[src/rtl/pgh_pkg.sv]
// Package for the PS2 gamepad host interface: sizes, link phase codes,
// command byte codes and the link event carried from the front to the back.
// No dependencies.
package pgh_pkg;

	localparam int FRAME_BYTES = 9;
	localparam int SHORT_POLLS = 3;

	localparam int STEP_ENTER  = SHORT_POLLS;
	localparam int STEP_ANALOG = SHORT_POLLS + 1;
	localparam int STEP_VIBMAP = SHORT_POLLS + 2;
	localparam int STEP_EXIT   = SHORT_POLLS + 3;
	localparam int STEP_POLL   = SHORT_POLLS + 4;

	localparam int FRAME_MAX = (FRAME_BYTES > 9) ? FRAME_BYTES : 9;
	localparam int BIDX_W    = $clog2(FRAME_MAX + 1);
	localparam int STEP_W    = $clog2(STEP_POLL + 1);

	// configuration register indexes
	localparam logic [1:0] CFG_GAP    = 2'd0;
	localparam logic [1:0] CFG_ANALOG = 2'd1;
	localparam logic [1:0] CFG_LOCK   = 2'd2;

	localparam logic [3:0] GAP_RESET    = 4'd3;
	localparam logic       ANALOG_RESET = 1'b1;
	localparam logic [7:0] LOCK_RESET   = 8'h03;

	// command bytes
	localparam logic [7:0] CMD_START  = 8'h01;
	localparam logic [7:0] CMD_POLL   = 8'h42;
	localparam logic [7:0] CMD_CONFIG = 8'h43;
	localparam logic [7:0] CMD_MODE   = 8'h44;
	localparam logic [7:0] CMD_VIBMAP = 8'h4D;
	localparam logic [7:0] CMD_PAD    = 8'h5A;
	localparam logic [7:0] CMD_ONE    = 8'h01;
	localparam logic [7:0] CMD_ZERO   = 8'h00;

	localparam logic [7:0] MODE_ANALOG_RED = 8'h73;
	localparam logic [7:0] BYTE_FULL       = 8'hFF;
	localparam logic [7:0] STICK_MID_X     = 8'd128;
	localparam logic [7:0] STICK_MID_Y     = 8'd127;

	typedef enum logic [3:0] {
		PH_LEAD = 4'b0001,
		PH_BITS = 4'b0010,
		PH_GAP  = 4'b0100,
		PH_TAIL = 4'b1000
	} phase_t;

	// one accepted tick as seen by the back end
	typedef struct packed {
		logic              sel;
		logic              clk;
		logic              dout;
		logic              cap;
		logic [BIDX_W-1:0] cap_idx;
		logic [7:0]        cap_val;
		logic              done;
		logic              busy;
	} link_ev_t;

endpackage

[src/rtl/ps2_gamepad_host_interface.sv]
// Top level of the PS2 gamepad host interface: front sequencer, event
// queue and result back end. Depends on pgh_pkg, pgh_front, pgh_queue, pgh_back.
//
// Each accepted tick item is one base tick of the gamepad link and yields
// exactly one result item with the pin levels for that tick and the held
// pad state. One tick is taken every cycle: the front sequencer computes the
// link state combinationally, a two-entry queue decouples it from the result
// register, and each tick passes a queue slot and then the result register.
// Input stalls only while the queue is full because the result side stalls.
// After reset the block runs the init frames (short polls, enter config,
// mode set, vibration map, exit config) and then repeats poll frames;
// frame_done marks the tick on which new pad values were latched. Config
// writes take effect on the next tick; write them while no ticks flow.
module ps2_gamepad_host_interface import pgh_pkg::*; (
	input  logic        clk,
	input  logic        arst_n,
	input  logic        cfg_write,
	input  logic [1:0]  cfg_index,
	input  logic [7:0]  cfg_data,
	input  logic        tick_valid,
	output logic        tick_stall,
	input  logic        data_in,
	output logic        result_valid,
	input  logic        result_stall,
	output logic        select_n,
	output logic        clock_pin,
	output logic        data_out,
	output logic        frame_done,
	output logic [15:0] buttons,
	output logic [7:0]  right_x,
	output logic [7:0]  right_y,
	output logic [7:0]  left_x,
	output logic [7:0]  left_y,
	output logic [7:0]  mode_id,
	output logic        is_analog,
	output logic        init_busy
);

	link_ev_t push_ev, head_ev;
	logic     push, not_full, not_empty, pop;

	assign tick_stall = !not_full;

	pgh_front u_front (
		.clk        (clk),
		.arst_n     (arst_n),
		.cfg_write  (cfg_write),
		.cfg_index  (cfg_index),
		.cfg_data   (cfg_data),
		.tick_valid (tick_valid),
		.data_in    (data_in),
		.push_ok    (not_full),
		.push       (push),
		.ev         (push_ev)
	);

	pgh_queue u_queue (
		.clk       (clk),
		.arst_n    (arst_n),
		.push      (push),
		.push_ev   (push_ev),
		.not_full  (not_full),
		.pop       (pop),
		.not_empty (not_empty),
		.head      (head_ev)
	);

	pgh_back u_back (
		.clk          (clk),
		.arst_n       (arst_n),
		.ev_ready     (not_empty),
		.ev           (head_ev),
		.pop          (pop),
		.result_valid (result_valid),
		.result_stall (result_stall),
		.select_n     (select_n),
		.clock_pin    (clock_pin),
		.data_out     (data_out),
		.frame_done   (frame_done),
		.buttons      (buttons),
		.right_x      (right_x),
		.right_y      (right_y),
		.left_x       (left_x),
		.left_y       (left_y),
		.mode_id      (mode_id),
		.is_analog    (is_analog),
		.init_busy    (init_busy)
	);

endmodule

[src/rtl/pgh_front.sv]
// Front end of the PS2 gamepad host: configuration registers, frame
// sequencer and bit timing. Emits one link event per accepted tick.
// Depends on pgh_pkg.
module pgh_front import pgh_pkg::*; (
	input  logic       clk,
	input  logic       arst_n,
	input  logic       cfg_write,
	input  logic [1:0] cfg_index,
	input  logic [7:0] cfg_data,
	input  logic       tick_valid,
	input  logic       data_in,
	input  logic       push_ok,
	output logic       push,
	output link_ev_t   ev
);

	logic [3:0]        gap_cfg_q;
	logic              analog_q;
	logic [7:0]        lock_q;
	logic [STEP_W-1:0] step_q, step_n;
	logic [BIDX_W-1:0] bidx_q, bidx_n;
	logic [2:0]        bit_q, bit_n;
	logic              half_q, half_n;
	logic [3:0]        gap_q, gap_n;
	logic [7:0]        shift_q, shift_n;
	logic [3:0]        ff_q, ff_n;
	logic              reinit_q, reinit_n;
	phase_t            phase_q, phase_n;

	function automatic logic [BIDX_W-1:0] frame_len(input logic [STEP_W-1:0] s);
		if (s < STEP_W'(STEP_ENTER) || s == STEP_W'(STEP_VIBMAP))
			return BIDX_W'(5);
		if (s < STEP_W'(STEP_POLL))
			return BIDX_W'(9);
		return BIDX_W'(FRAME_BYTES);
	endfunction

	function automatic logic [7:0] command_byte(input logic [STEP_W-1:0] s,
		input logic [BIDX_W-1:0] i, input logic an, input logic [7:0] lk);
		if (i == BIDX_W'(0))
			return CMD_START;
		if (s < STEP_W'(STEP_ENTER))
			return (i == BIDX_W'(1)) ? CMD_POLL : CMD_ZERO;
		if (s == STEP_W'(STEP_ENTER))
			return (i == BIDX_W'(1)) ? CMD_CONFIG : ((i == BIDX_W'(3)) ? CMD_ONE : CMD_ZERO);
		if (s == STEP_W'(STEP_ANALOG)) begin
			if (i == BIDX_W'(1)) return CMD_MODE;
			if (i == BIDX_W'(3)) return {7'd0, an};
			if (i == BIDX_W'(4)) return lk;
			return CMD_ZERO;
		end
		if (s == STEP_W'(STEP_VIBMAP))
			return (i == BIDX_W'(1)) ? CMD_VIBMAP : ((i == BIDX_W'(4)) ? CMD_ONE : CMD_ZERO);
		if (s == STEP_W'(STEP_EXIT))
			return (i == BIDX_W'(1)) ? CMD_CONFIG :
				((i >= BIDX_W'(4) && i <= BIDX_W'(8)) ? CMD_PAD : CMD_ZERO);
		return (i == BIDX_W'(1)) ? CMD_POLL : CMD_ZERO;
	endfunction

	assign push = tick_valid && push_ok;

	always_comb begin
		logic [BIDX_W-1:0] len;
		logic [7:0]        cmd;
		logic [3:0]        need;
		logic              poll;
		len      = frame_len(step_q);
		cmd      = command_byte(step_q, bidx_q, analog_q, lock_q);
		need     = (gap_cfg_q == 4'd0) ? 4'd1 : gap_cfg_q;
		poll     = (step_q >= STEP_W'(STEP_POLL));
		step_n   = step_q;
		bidx_n   = bidx_q;
		bit_n    = bit_q;
		half_n   = half_q;
		gap_n    = gap_q;
		shift_n  = shift_q;
		ff_n     = ff_q;
		reinit_n = reinit_q;
		phase_n  = phase_q;
		ev       = '0;
		ev.clk   = 1'b1;
		unique case (phase_q)
			PH_BITS: begin
				ev.dout = cmd[bit_q];
				if (!half_q) begin
					ev.clk = 1'b0;
					half_n = 1'b1;
				end else begin
					half_n = 1'b0;
					shift_n = (bit_q == 3'd0) ? 8'h00 : shift_q;
					shift_n[bit_q] = data_in;
					if (bit_q != 3'd7) begin
						bit_n = bit_q + 3'd1;
					end else begin
						bit_n = 3'd0;
						if (poll && bidx_q >= BIDX_W'(1) && bidx_q <= BIDX_W'(8)) begin
							ev.cap     = 1'b1;
							ev.cap_idx = bidx_q;
							ev.cap_val = shift_n;
						end
						// track all-0xFF sticks for the re-init decision
						if (poll) begin
							for (int k = 0; k < 4; k++)
								if (bidx_q == BIDX_W'(k + 5))
									ff_n[k] = (shift_n == BYTE_FULL);
						end
						bidx_n = bidx_q + BIDX_W'(1);
						if (bidx_n >= len && poll) begin
							ev.done = 1'b1;
							if (&ff_n)
								reinit_n = 1'b1;
						end
						gap_n = 4'd0;
						if (gap_cfg_q == 4'd0)
							phase_n = (bidx_n >= len) ? PH_TAIL : PH_BITS;
						else
							phase_n = PH_GAP;
					end
				end
			end
			PH_TAIL: begin
				ev.sel = 1'b1;
				gap_n  = gap_q + 4'd1;
				if (gap_n >= need) begin
					if (!poll) begin
						step_n = step_q + STEP_W'(1);
					end else if (reinit_q) begin
						step_n   = '0;
						reinit_n = 1'b0;
					end else begin
						step_n = STEP_W'(STEP_POLL);
					end
					bidx_n  = '0;
					bit_n   = 3'd0;
					half_n  = 1'b0;
					gap_n   = 4'd0;
					phase_n = (gap_cfg_q == 4'd0) ? PH_BITS : PH_LEAD;
				end
			end
			PH_LEAD, PH_GAP: begin
				gap_n = gap_q + 4'd1;
				if (gap_n >= gap_cfg_q) begin
					gap_n   = 4'd0;
					phase_n = (phase_q == PH_LEAD || bidx_q < len) ? PH_BITS : PH_TAIL;
				end
			end
			default: begin
				phase_n = PH_LEAD;
			end
		endcase
		ev.busy = (step_n < STEP_W'(STEP_POLL));
	end

	always_ff @(posedge clk or negedge arst_n) begin
		if (!arst_n) begin
			gap_cfg_q <= GAP_RESET;
			analog_q  <= ANALOG_RESET;
			lock_q    <= LOCK_RESET;
		end else if (cfg_write) begin
			unique case (cfg_index)
				CFG_GAP:    gap_cfg_q <= cfg_data[3:0];
				CFG_ANALOG: analog_q  <= cfg_data[0];
				CFG_LOCK:   lock_q    <= cfg_data;
				default:    ;
			endcase
		end
	end

	always_ff @(posedge clk or negedge arst_n) begin
		if (!arst_n) begin
			step_q   <= '0;
			bidx_q   <= '0;
			bit_q    <= 3'd0;
			half_q   <= 1'b0;
			gap_q    <= 4'd0;
			shift_q  <= 8'h00;
			ff_q     <= 4'd0;
			reinit_q <= 1'b0;
			phase_q  <= PH_LEAD;
		end else if (push) begin
			step_q   <= step_n;
			bidx_q   <= bidx_n;
			bit_q    <= bit_n;
			half_q   <= half_n;
			gap_q    <= gap_n;
			shift_q  <= shift_n;
			ff_q     <= ff_n;
			reinit_q <= reinit_n;
			phase_q  <= phase_n;
		end
	end

	a_bit_idle: assert property (@(posedge clk) disable iff (!arst_n)
		phase_q != PH_BITS |-> (bit_q == 3'd0 && !half_q))
		else $error("bit counter moved outside the bit phase");

	a_reinit_src: assert property (@(posedge clk) disable iff (!arst_n)
		$rose(reinit_q) |-> $past(push && ev.done))
		else $error("re-init armed without a finished poll frame");

endmodule

[src/rtl/pgh_queue.sv]
// Two-entry queue of link events between the front and the back end.
// Depends on pgh_pkg.
module pgh_queue import pgh_pkg::*; (
	input  logic     clk,
	input  logic     arst_n,
	input  logic     push,
	input  link_ev_t push_ev,
	output logic     not_full,
	input  logic     pop,
	output logic     not_empty,
	output link_ev_t head
);

	link_ev_t   slot_q [2];
	logic       wr_q, rd_q;
	logic [1:0] count_q;

	assign not_full  = (count_q != 2'd2);
	assign not_empty = (count_q != 2'd0);
	assign head      = slot_q[rd_q];

	always_ff @(posedge clk) begin
		if (push)
			slot_q[wr_q] <= push_ev;
	end

	always_ff @(posedge clk or negedge arst_n) begin
		if (!arst_n) begin
			wr_q    <= 1'b0;
			rd_q    <= 1'b0;
			count_q <= 2'd0;
		end else begin
			if (push)
				wr_q <= ~wr_q;
			if (pop)
				rd_q <= ~rd_q;
			unique case ({push, pop})
				2'b10:   count_q <= count_q + 2'd1;
				2'b01:   count_q <= count_q - 2'd1;
				default: ;
			endcase
		end
	end

	a_no_overflow: assert property (@(posedge clk) disable iff (!arst_n)
		!(push && !pop && count_q == 2'd2) && !(pop && count_q == 2'd0))
		else $error("queue overflow or underflow");

endmodule

[src/rtl/pgh_back.sv]
// Back end of the PS2 gamepad host: reply byte store, held results and
// the registered result item. Depends on pgh_pkg.
module pgh_back import pgh_pkg::*; (
	input  logic        clk,
	input  logic        arst_n,
	input  logic        ev_ready,
	input  link_ev_t    ev,
	output logic        pop,
	output logic        result_valid,
	input  logic        result_stall,
	output logic        select_n,
	output logic        clock_pin,
	output logic        data_out,
	output logic        frame_done,
	output logic [15:0] buttons,
	output logic [7:0]  right_x,
	output logic [7:0]  right_y,
	output logic [7:0]  left_x,
	output logic [7:0]  left_y,
	output logic [7:0]  mode_id,
	output logic        is_analog,
	output logic        init_busy
);

	logic [7:0]  reply_q [7];
	logic [7:0]  reply_n [7];
	logic [7:0]  mreply_q, mreply_n;
	logic [15:0] hbtn_q, hbtn_n;
	logic [7:0]  hstk_q [4];
	logic [7:0]  hstk_n [4];
	logic [7:0]  hmode_q, hmode_n;
	logic        valid_q;

	assign pop = ev_ready && (!valid_q || !result_stall);
	assign result_valid = valid_q;

	always_comb begin
		logic [7:0] b3, b4;
		logic       zero, full;
		reply_n  = reply_q;
		mreply_n = mreply_q;
		hbtn_n   = hbtn_q;
		hstk_n   = hstk_q;
		hmode_n  = hmode_q;
		if (ev.cap) begin
			if (ev.cap_idx == BIDX_W'(1))
				mreply_n = ev.cap_val;
			for (int k = 0; k < 7; k++)
				if (ev.cap_idx == BIDX_W'(k + 2))
					reply_n[k] = ev.cap_val;
		end
		b3 = reply_n[1];
		b4 = reply_n[2];
		if (b3 == 8'h00 && b4 == 8'h00) begin
			b3 = BYTE_FULL;
			b4 = BYTE_FULL;
		end
		zero = 1'b1;
		full = 1'b1;
		for (int k = 0; k < 4; k++) begin
			if (reply_n[k + 3] != 8'h00)  zero = 1'b0;
			if (reply_n[k + 3] != BYTE_FULL) full = 1'b0;
		end
		if (ev.done) begin
			hbtn_n = ~{b4, b3};
			if (zero || full) begin
				hstk_n[0] = STICK_MID_X;
				hstk_n[1] = STICK_MID_Y;
				hstk_n[2] = STICK_MID_X;
				hstk_n[3] = STICK_MID_Y;
			end else begin
				for (int k = 0; k < 4; k++)
					hstk_n[k] = reply_n[k + 3];
			end
			hmode_n = mreply_n;
		end
	end

	always_ff @(posedge clk) begin
		if (pop)
			reply_q <= reply_n;
	end

	always_ff @(posedge clk or negedge arst_n) begin
		if (!arst_n) begin
			mreply_q  <= 8'h00;
			hbtn_q    <= 16'h0000;
			hstk_q[0] <= STICK_MID_X;
			hstk_q[1] <= STICK_MID_Y;
			hstk_q[2] <= STICK_MID_X;
			hstk_q[3] <= STICK_MID_Y;
			hmode_q   <= 8'h00;
			valid_q   <= 1'b0;
		end else begin
			if (pop) begin
				mreply_q <= mreply_n;
				hbtn_q   <= hbtn_n;
				hstk_q   <= hstk_n;
				hmode_q  <= hmode_n;
				valid_q  <= 1'b1;
			end else if (!result_stall) begin
				valid_q <= 1'b0;
			end
		end
	end

	// result register: load with the tick just taken from the queue
	always_ff @(posedge clk) begin
		if (pop) begin
			select_n   <= ev.sel;
			clock_pin  <= ev.clk;
			data_out   <= ev.dout;
			frame_done <= ev.done;
			buttons    <= hbtn_n;
			right_x    <= hstk_n[0];
			right_y    <= hstk_n[1];
			left_x     <= hstk_n[2];
			left_y     <= hstk_n[3];
			mode_id    <= hmode_n;
			is_analog  <= (hmode_n == MODE_ANALOG_RED);
			init_busy  <= ev.busy;
		end
	end

	a_done_not_init: assert property (@(posedge clk) disable iff (!arst_n)
		(result_valid && frame_done) |-> !init_busy)
		else $error("poll frame finished while init still running");

	a_done_pins: assert property (@(posedge clk) disable iff (!arst_n)
		(result_valid && frame_done) |-> (clock_pin && !select_n))
		else $error("frame end reported outside the last clock-high tick");

endmodule
[config.mk]
export PLATFORM = sky130hd
export DESIGN_NAME = ps2_gamepad_host_interface
export DESIGN_NICKNAME = d
export VERILOG_FILES = /design/src/rtl/pgh_pkg.sv /design/src/rtl/ps2_gamepad_host_interface.sv /design/src/rtl/pgh_front.sv /design/src/rtl/pgh_queue.sv /design/src/rtl/pgh_back.sv
export SDC_FILE = /design/constraint.sdc
export NUM_CORES = 1
export LEC_CHECK = 0
export BUFFER_PORTS_ARGS = -buffer_cell sky130_fd_sc_hd__buf_2
export CAP_MARGIN = 30
export CORE_AREA = 5 5 158 160
export DETAILED_ROUTE_END_ITERATION = 16
export DIE_AREA = 0 0 163 165
export PLACE_DENSITY_LB_ADDON = 0.05
export SYNTH_ARGS = -nofsm -noshare
export SYNTH_HDL_FRONTEND = slang
export SYNTH_SLANG_ARGS = --single-unit
[constraint.sdc]
create_clock -name clk -period 5.15 [get_ports clk]
set_input_delay 0.7725 -clock clk [delete_from_list [all_inputs] [get_ports clk]]
set_output_delay 0.7725 -clock clk [all_outputs]
set_load 0.02 [all_outputs]
==> results by group <==
Outcome
  • Status: completed

Power and ir drop
  • Worst VDD drop: 0.3603 mV
  • Switch share: 37.87%
  • Leak Pwr: 0.005771 uW
  • Net switching power: 3377 uW
  • Final Power: 8916 uW
  • Logic gate share of total power: 35.1%
  • Flop pwr share: 43.5%
  • PD cells: 623.5 mW/mm^2
  • Internal power: 5539 uW
  • Clock power frac: 21.4%

Route
  • WL/cell: 17.91 microns
  • Vias per std cell: 5.638
  • # DRC: 0
  • Detail Route Antenna Nets: 0
  • Routed WL: 28.64 mm
  • Initial DRC count: 611
  • DRT Pass-1 Iters: 5
  • Vias after detailed routing: 9015

Logic synthesis
  • Warnings from Yosys: 0
  • Seq cells post-synth: 260
  • Post-synth EDFFs: 146
  • Asr flop ratio synth: 43.85%
  • Main flop type after synthesis: edfxtp_1
  • Synth Area per Inst: 10.69 sq um
  • Seq/Total Area, Yosys: 57.29%
  • Post-Syn Instances: 1186
  • Mapped Area: 0.01268 sq mm
  • Distinct cells, synth: 75
  • Synthesized net count: 1230

Layout
  • Number of nets in the layout: 1302
  • Number of inserted diodes: 0
  • Area taken by multi-input logic gates: 0.005019 sq mm
  • Share of post-route cells with drive strength above 1: 18.20%
  • FILL cells: 1951
  • Final Cell Area: 0.01430 sq mm
  • Sequential Area: 0.007266 sq mm
  • Area delta synth->final: 12.77%

Critical path
  • Signal arrival time at the worst endpoint: 3.89 ns
  • Slowest stage delay, CP: 0.98 ns
  • Critical path type: reg2reg
  • CP required: 5.40 ns
  • Worst reg2reg path depth: 7
  • Slowest CP cell: dfrtp_2
  • Cell Chain, Critical Path: nand2_1, or4b_1, o22ai_2, mux2_2, nor4_4, buf_4, o31ai_1
  • Reg2reg setup slack: 1.50 ns
  • Worst Setup Start Kind: flip-flop
  • Critical R2R Launch: u_queue.rd_q
  • Setup crit end: u_back.buttons[11]
  • CP Capture Type: flip-flop
  • RR Endpoint: u_back.buttons[11]
  • Worst-path maximum fanout: 49
  • Worst Setup SP: u_queue.rd_q

Floorplan
  • Initial core utilization: 54.51%
  • Cell Rows: 56
  • Core area: 0.02326 sq mm
  • Die ar.: 0.02690 sq mm
  • Die Ht: 165 microns
  • I/O pin cnt: 80
  • Die W: 163 microns

Clock tree
  • Clk slew on worst S/H paths: 0.06 ns
  • Cts bufs inserted: 29
  • PostCTS Resize Cnt: 0
  • TritonCTS clock tree: built
  • CTS sink cnt: 260
  • CTS root buf: clkbuf_16
  • Post-CTS Setup Bufs: 0
  • Clock Latency Late Sink: 0.54 ns
  • Max clock buf depth: 3
  • H-Tree Depth: 1
  • Hold buffers post-CTS: 0

STA
  • Max-slew violations: 0
  • Final hold vios: 0
  • Setup WS post-layout: 1.501 ns
  • Skew final: 0.01049 ns
  • Worst slew pin tran: 0.9161 ns
  • Max-slew headroom: 37.18%
  • Peak Freq: 274.0 MHz
  • Setup violators final: 0
  • Unrepaired setup endpoints after global routing: no
  • Period minus WS final: 3.649 ns
  • Fin crit share: 70.86%
  • Final setup TNS: 0 ns

Hold path
  • Hold WC Path Type: in2async

Place
  • Worst setup slack after placement: 1.524 ns
  • Cell Area, Placed: 0.01342 sq mm
  • I/O Buffers: 79
  • GP Congestion: 0.9013
  • HPWL Detailed: 19.39 mm

GRT
  • Total grt overflow: 0
  • Wire length of the first global-routing pass: 46.60 mm
  • Initial antenna violation count: 0
  • Maximum number of pins on one net before global-route repair: 79
  • Vias in the first global route: 8702
  • GRT Util Overall: 21.48%

Flow run
  • Max-Cap Viols: 0
==> metrics by stage <==
stage | cells | util, % | hold WS (ns)
floorplan | 1186 | - | 0.4484
CTS | 1599 | 61.47 | 0.2963
finish | 1599 | 61.47 | 0.2826
detailed placement | 1546 | 57.68 | 0.4668
global placement | 1541 | 57.43 | 0.4592
global route | 1599 | 61.47 | 0.3425
==> registers in the layout (all words and copies together), names as in the netlist, 8 cells and up <==
name	count
u_back.left_x	8
u_front.shift_q	8
u_back.right_y	8
u_back.mode_id	8
u_back.right_x	8
u_back.mreply_q	8
u_back.buttons	16
u_queue.slot_q	36
u_back.reply_q	48
u_back.hmode_q	8
u_back.hbtn_q	16
u_back.left_y	8
u_back.hstk_q	32
u_front.lock_q	8
==> synthesized netlist by cell type, types with 6 or more instances <==
| cell type | n | share of area, % |
|---|---|---|
| and2_1 | 11 | 0.54 |
| o31ai_1 | 39 | 2.3 |
| nand3b_1 | 9 | 0.53 |
| dfrtp_1 | 92 | 18 |
| mux2i_1 | 20 | 1.6 |
| mux2_2 | 45 | 4.0 |
| a21oi_1 | 64 | 2.5 |
| nor4_1 | 16 | 0.79 |
| xnor2_1 | 6 | 0.41 |
| nand4_1 | 14 | 0.69 |
| edfxtp_1 | 146 | 35 |
| nor2_1 | 126 | 3.7 |
| nand3_1 | 18 | 0.71 |
| buf_6 | 6 | 0.53 |
| dfstp_2 | 22 | 4.6 |
| a31oi_1 | 9 | 0.44 |
| nand2b_1 | 10 | 0.49 |
| clkbuf_1 | 40 | 1.2 |
| nor3b_1 | 6 | 0.36 |
| buf_2 | 6 | 0.24 |
| ha_1 | 28 | 2.8 |
| nor3_1 | 19 | 0.75 |
| nand2_1 | 177 | 5.2 |
| o21ai_0 | 96 | 3.8 |
| nor2b_1 | 6 | 0.30 |
| a21o_1 | 7 | 0.41 |
| inv_1 | 38 | 1.1 |
| or2_2 | 7 | 0.35 |
==> power by group through the flow <==
| stage | logic [uW] | clock network (uW) | registers [uW] |
|---|---|---|---|
| 2_1_floorplan | 1960 | 0 | 4050 |
| 3_3_place_gp | 3080 | 0 | 3890 |
| 3_5_place_dp | 3160 | 0 | 3900 |
| 4_1_cts | 3170 | 1950 | 3880 |
| 5_1_grt | 3480 | 2050 | 3980 |
| 6_report | 3130 | 1910 | 3880 |
==> critical path: cells and delay by family, from the launching register on <==
kind	cells	cell delay, ns
mux	1	0.44
flops	1	0.98
buf+inv	1	0.36
compound gates	2	0.62
simple gates	3	0.93
==> final cells by class <==
type	count	share of cell area, %
clock inverter	9	0.3587
multi-input combinational	828	35.09
inverter	40	1.067
tap	319	2.791
clock buffer	44	5.819
sequential	260	50.81
timing repair buffer	99	4.060
==> routing by layer <==
| layer | track usage, % | wire length, microns | up-vias |
|---|---|---|---|
| met3 | 2.945 | 1135 | 53 |
| met2 | 35.87 | 13750 | 198 |
| met5 | 0 | 0 | - |
| met4 | 6.176 | 785 | 0 |
| li1 | - | - | 4474 |
| met1 | 29.71 | 12970 | 4290 |
==> worst min path at each step <==
stage          depth (start not counted)               from                 end  slack (ns)
5_1_grt                                1             arst_n  u_front.shift_q[4]        0.34
3_3_place_gp                           2  u_back.hbtn_q[12]   u_back.hbtn_q[12]        0.46
4_1_cts                                1             arst_n  u_front.shift_q[1]        0.30
6_report                               1             arst_n  u_front.shift_q[1]        0.28
2_1_floorplan                          2   u_back.hbtn_q[0]    u_back.hbtn_q[0]        0.45
3_5_place_dp                           2   u_back.hbtn_q[1]    u_back.hbtn_q[1]        0.47
==> cell usage in the layout (no fill, tap or decap), drive strengths merged, types with 41 or more instances in the layout <==
cell type,count
mux2,46
nor2,126
buf,99
a21oi,64
o21ai,98
edfxtp,146
inv,41
clkbuf,44
dfrtp,92
nand2,177
==> cells by family after synthesis <==
| logic type | Yosys count | synth area share (%) |
|---|---|---|
| AO/OA/AOI/OAI | 276 | 13.57 |
| AND/OR/NAND/NOR | 449 | 16.68 |
| flip-flops | 260 | 57.29 |
| adder cells (fa/ha/maj) | 28 | 2.763 |
| XOR/XNOR | 8 | 0.5526 |
| buffers and inverters | 98 | 3.345 |
| multiplexers | 67 | 5.802 |
(Power assumes the default switching activity.)
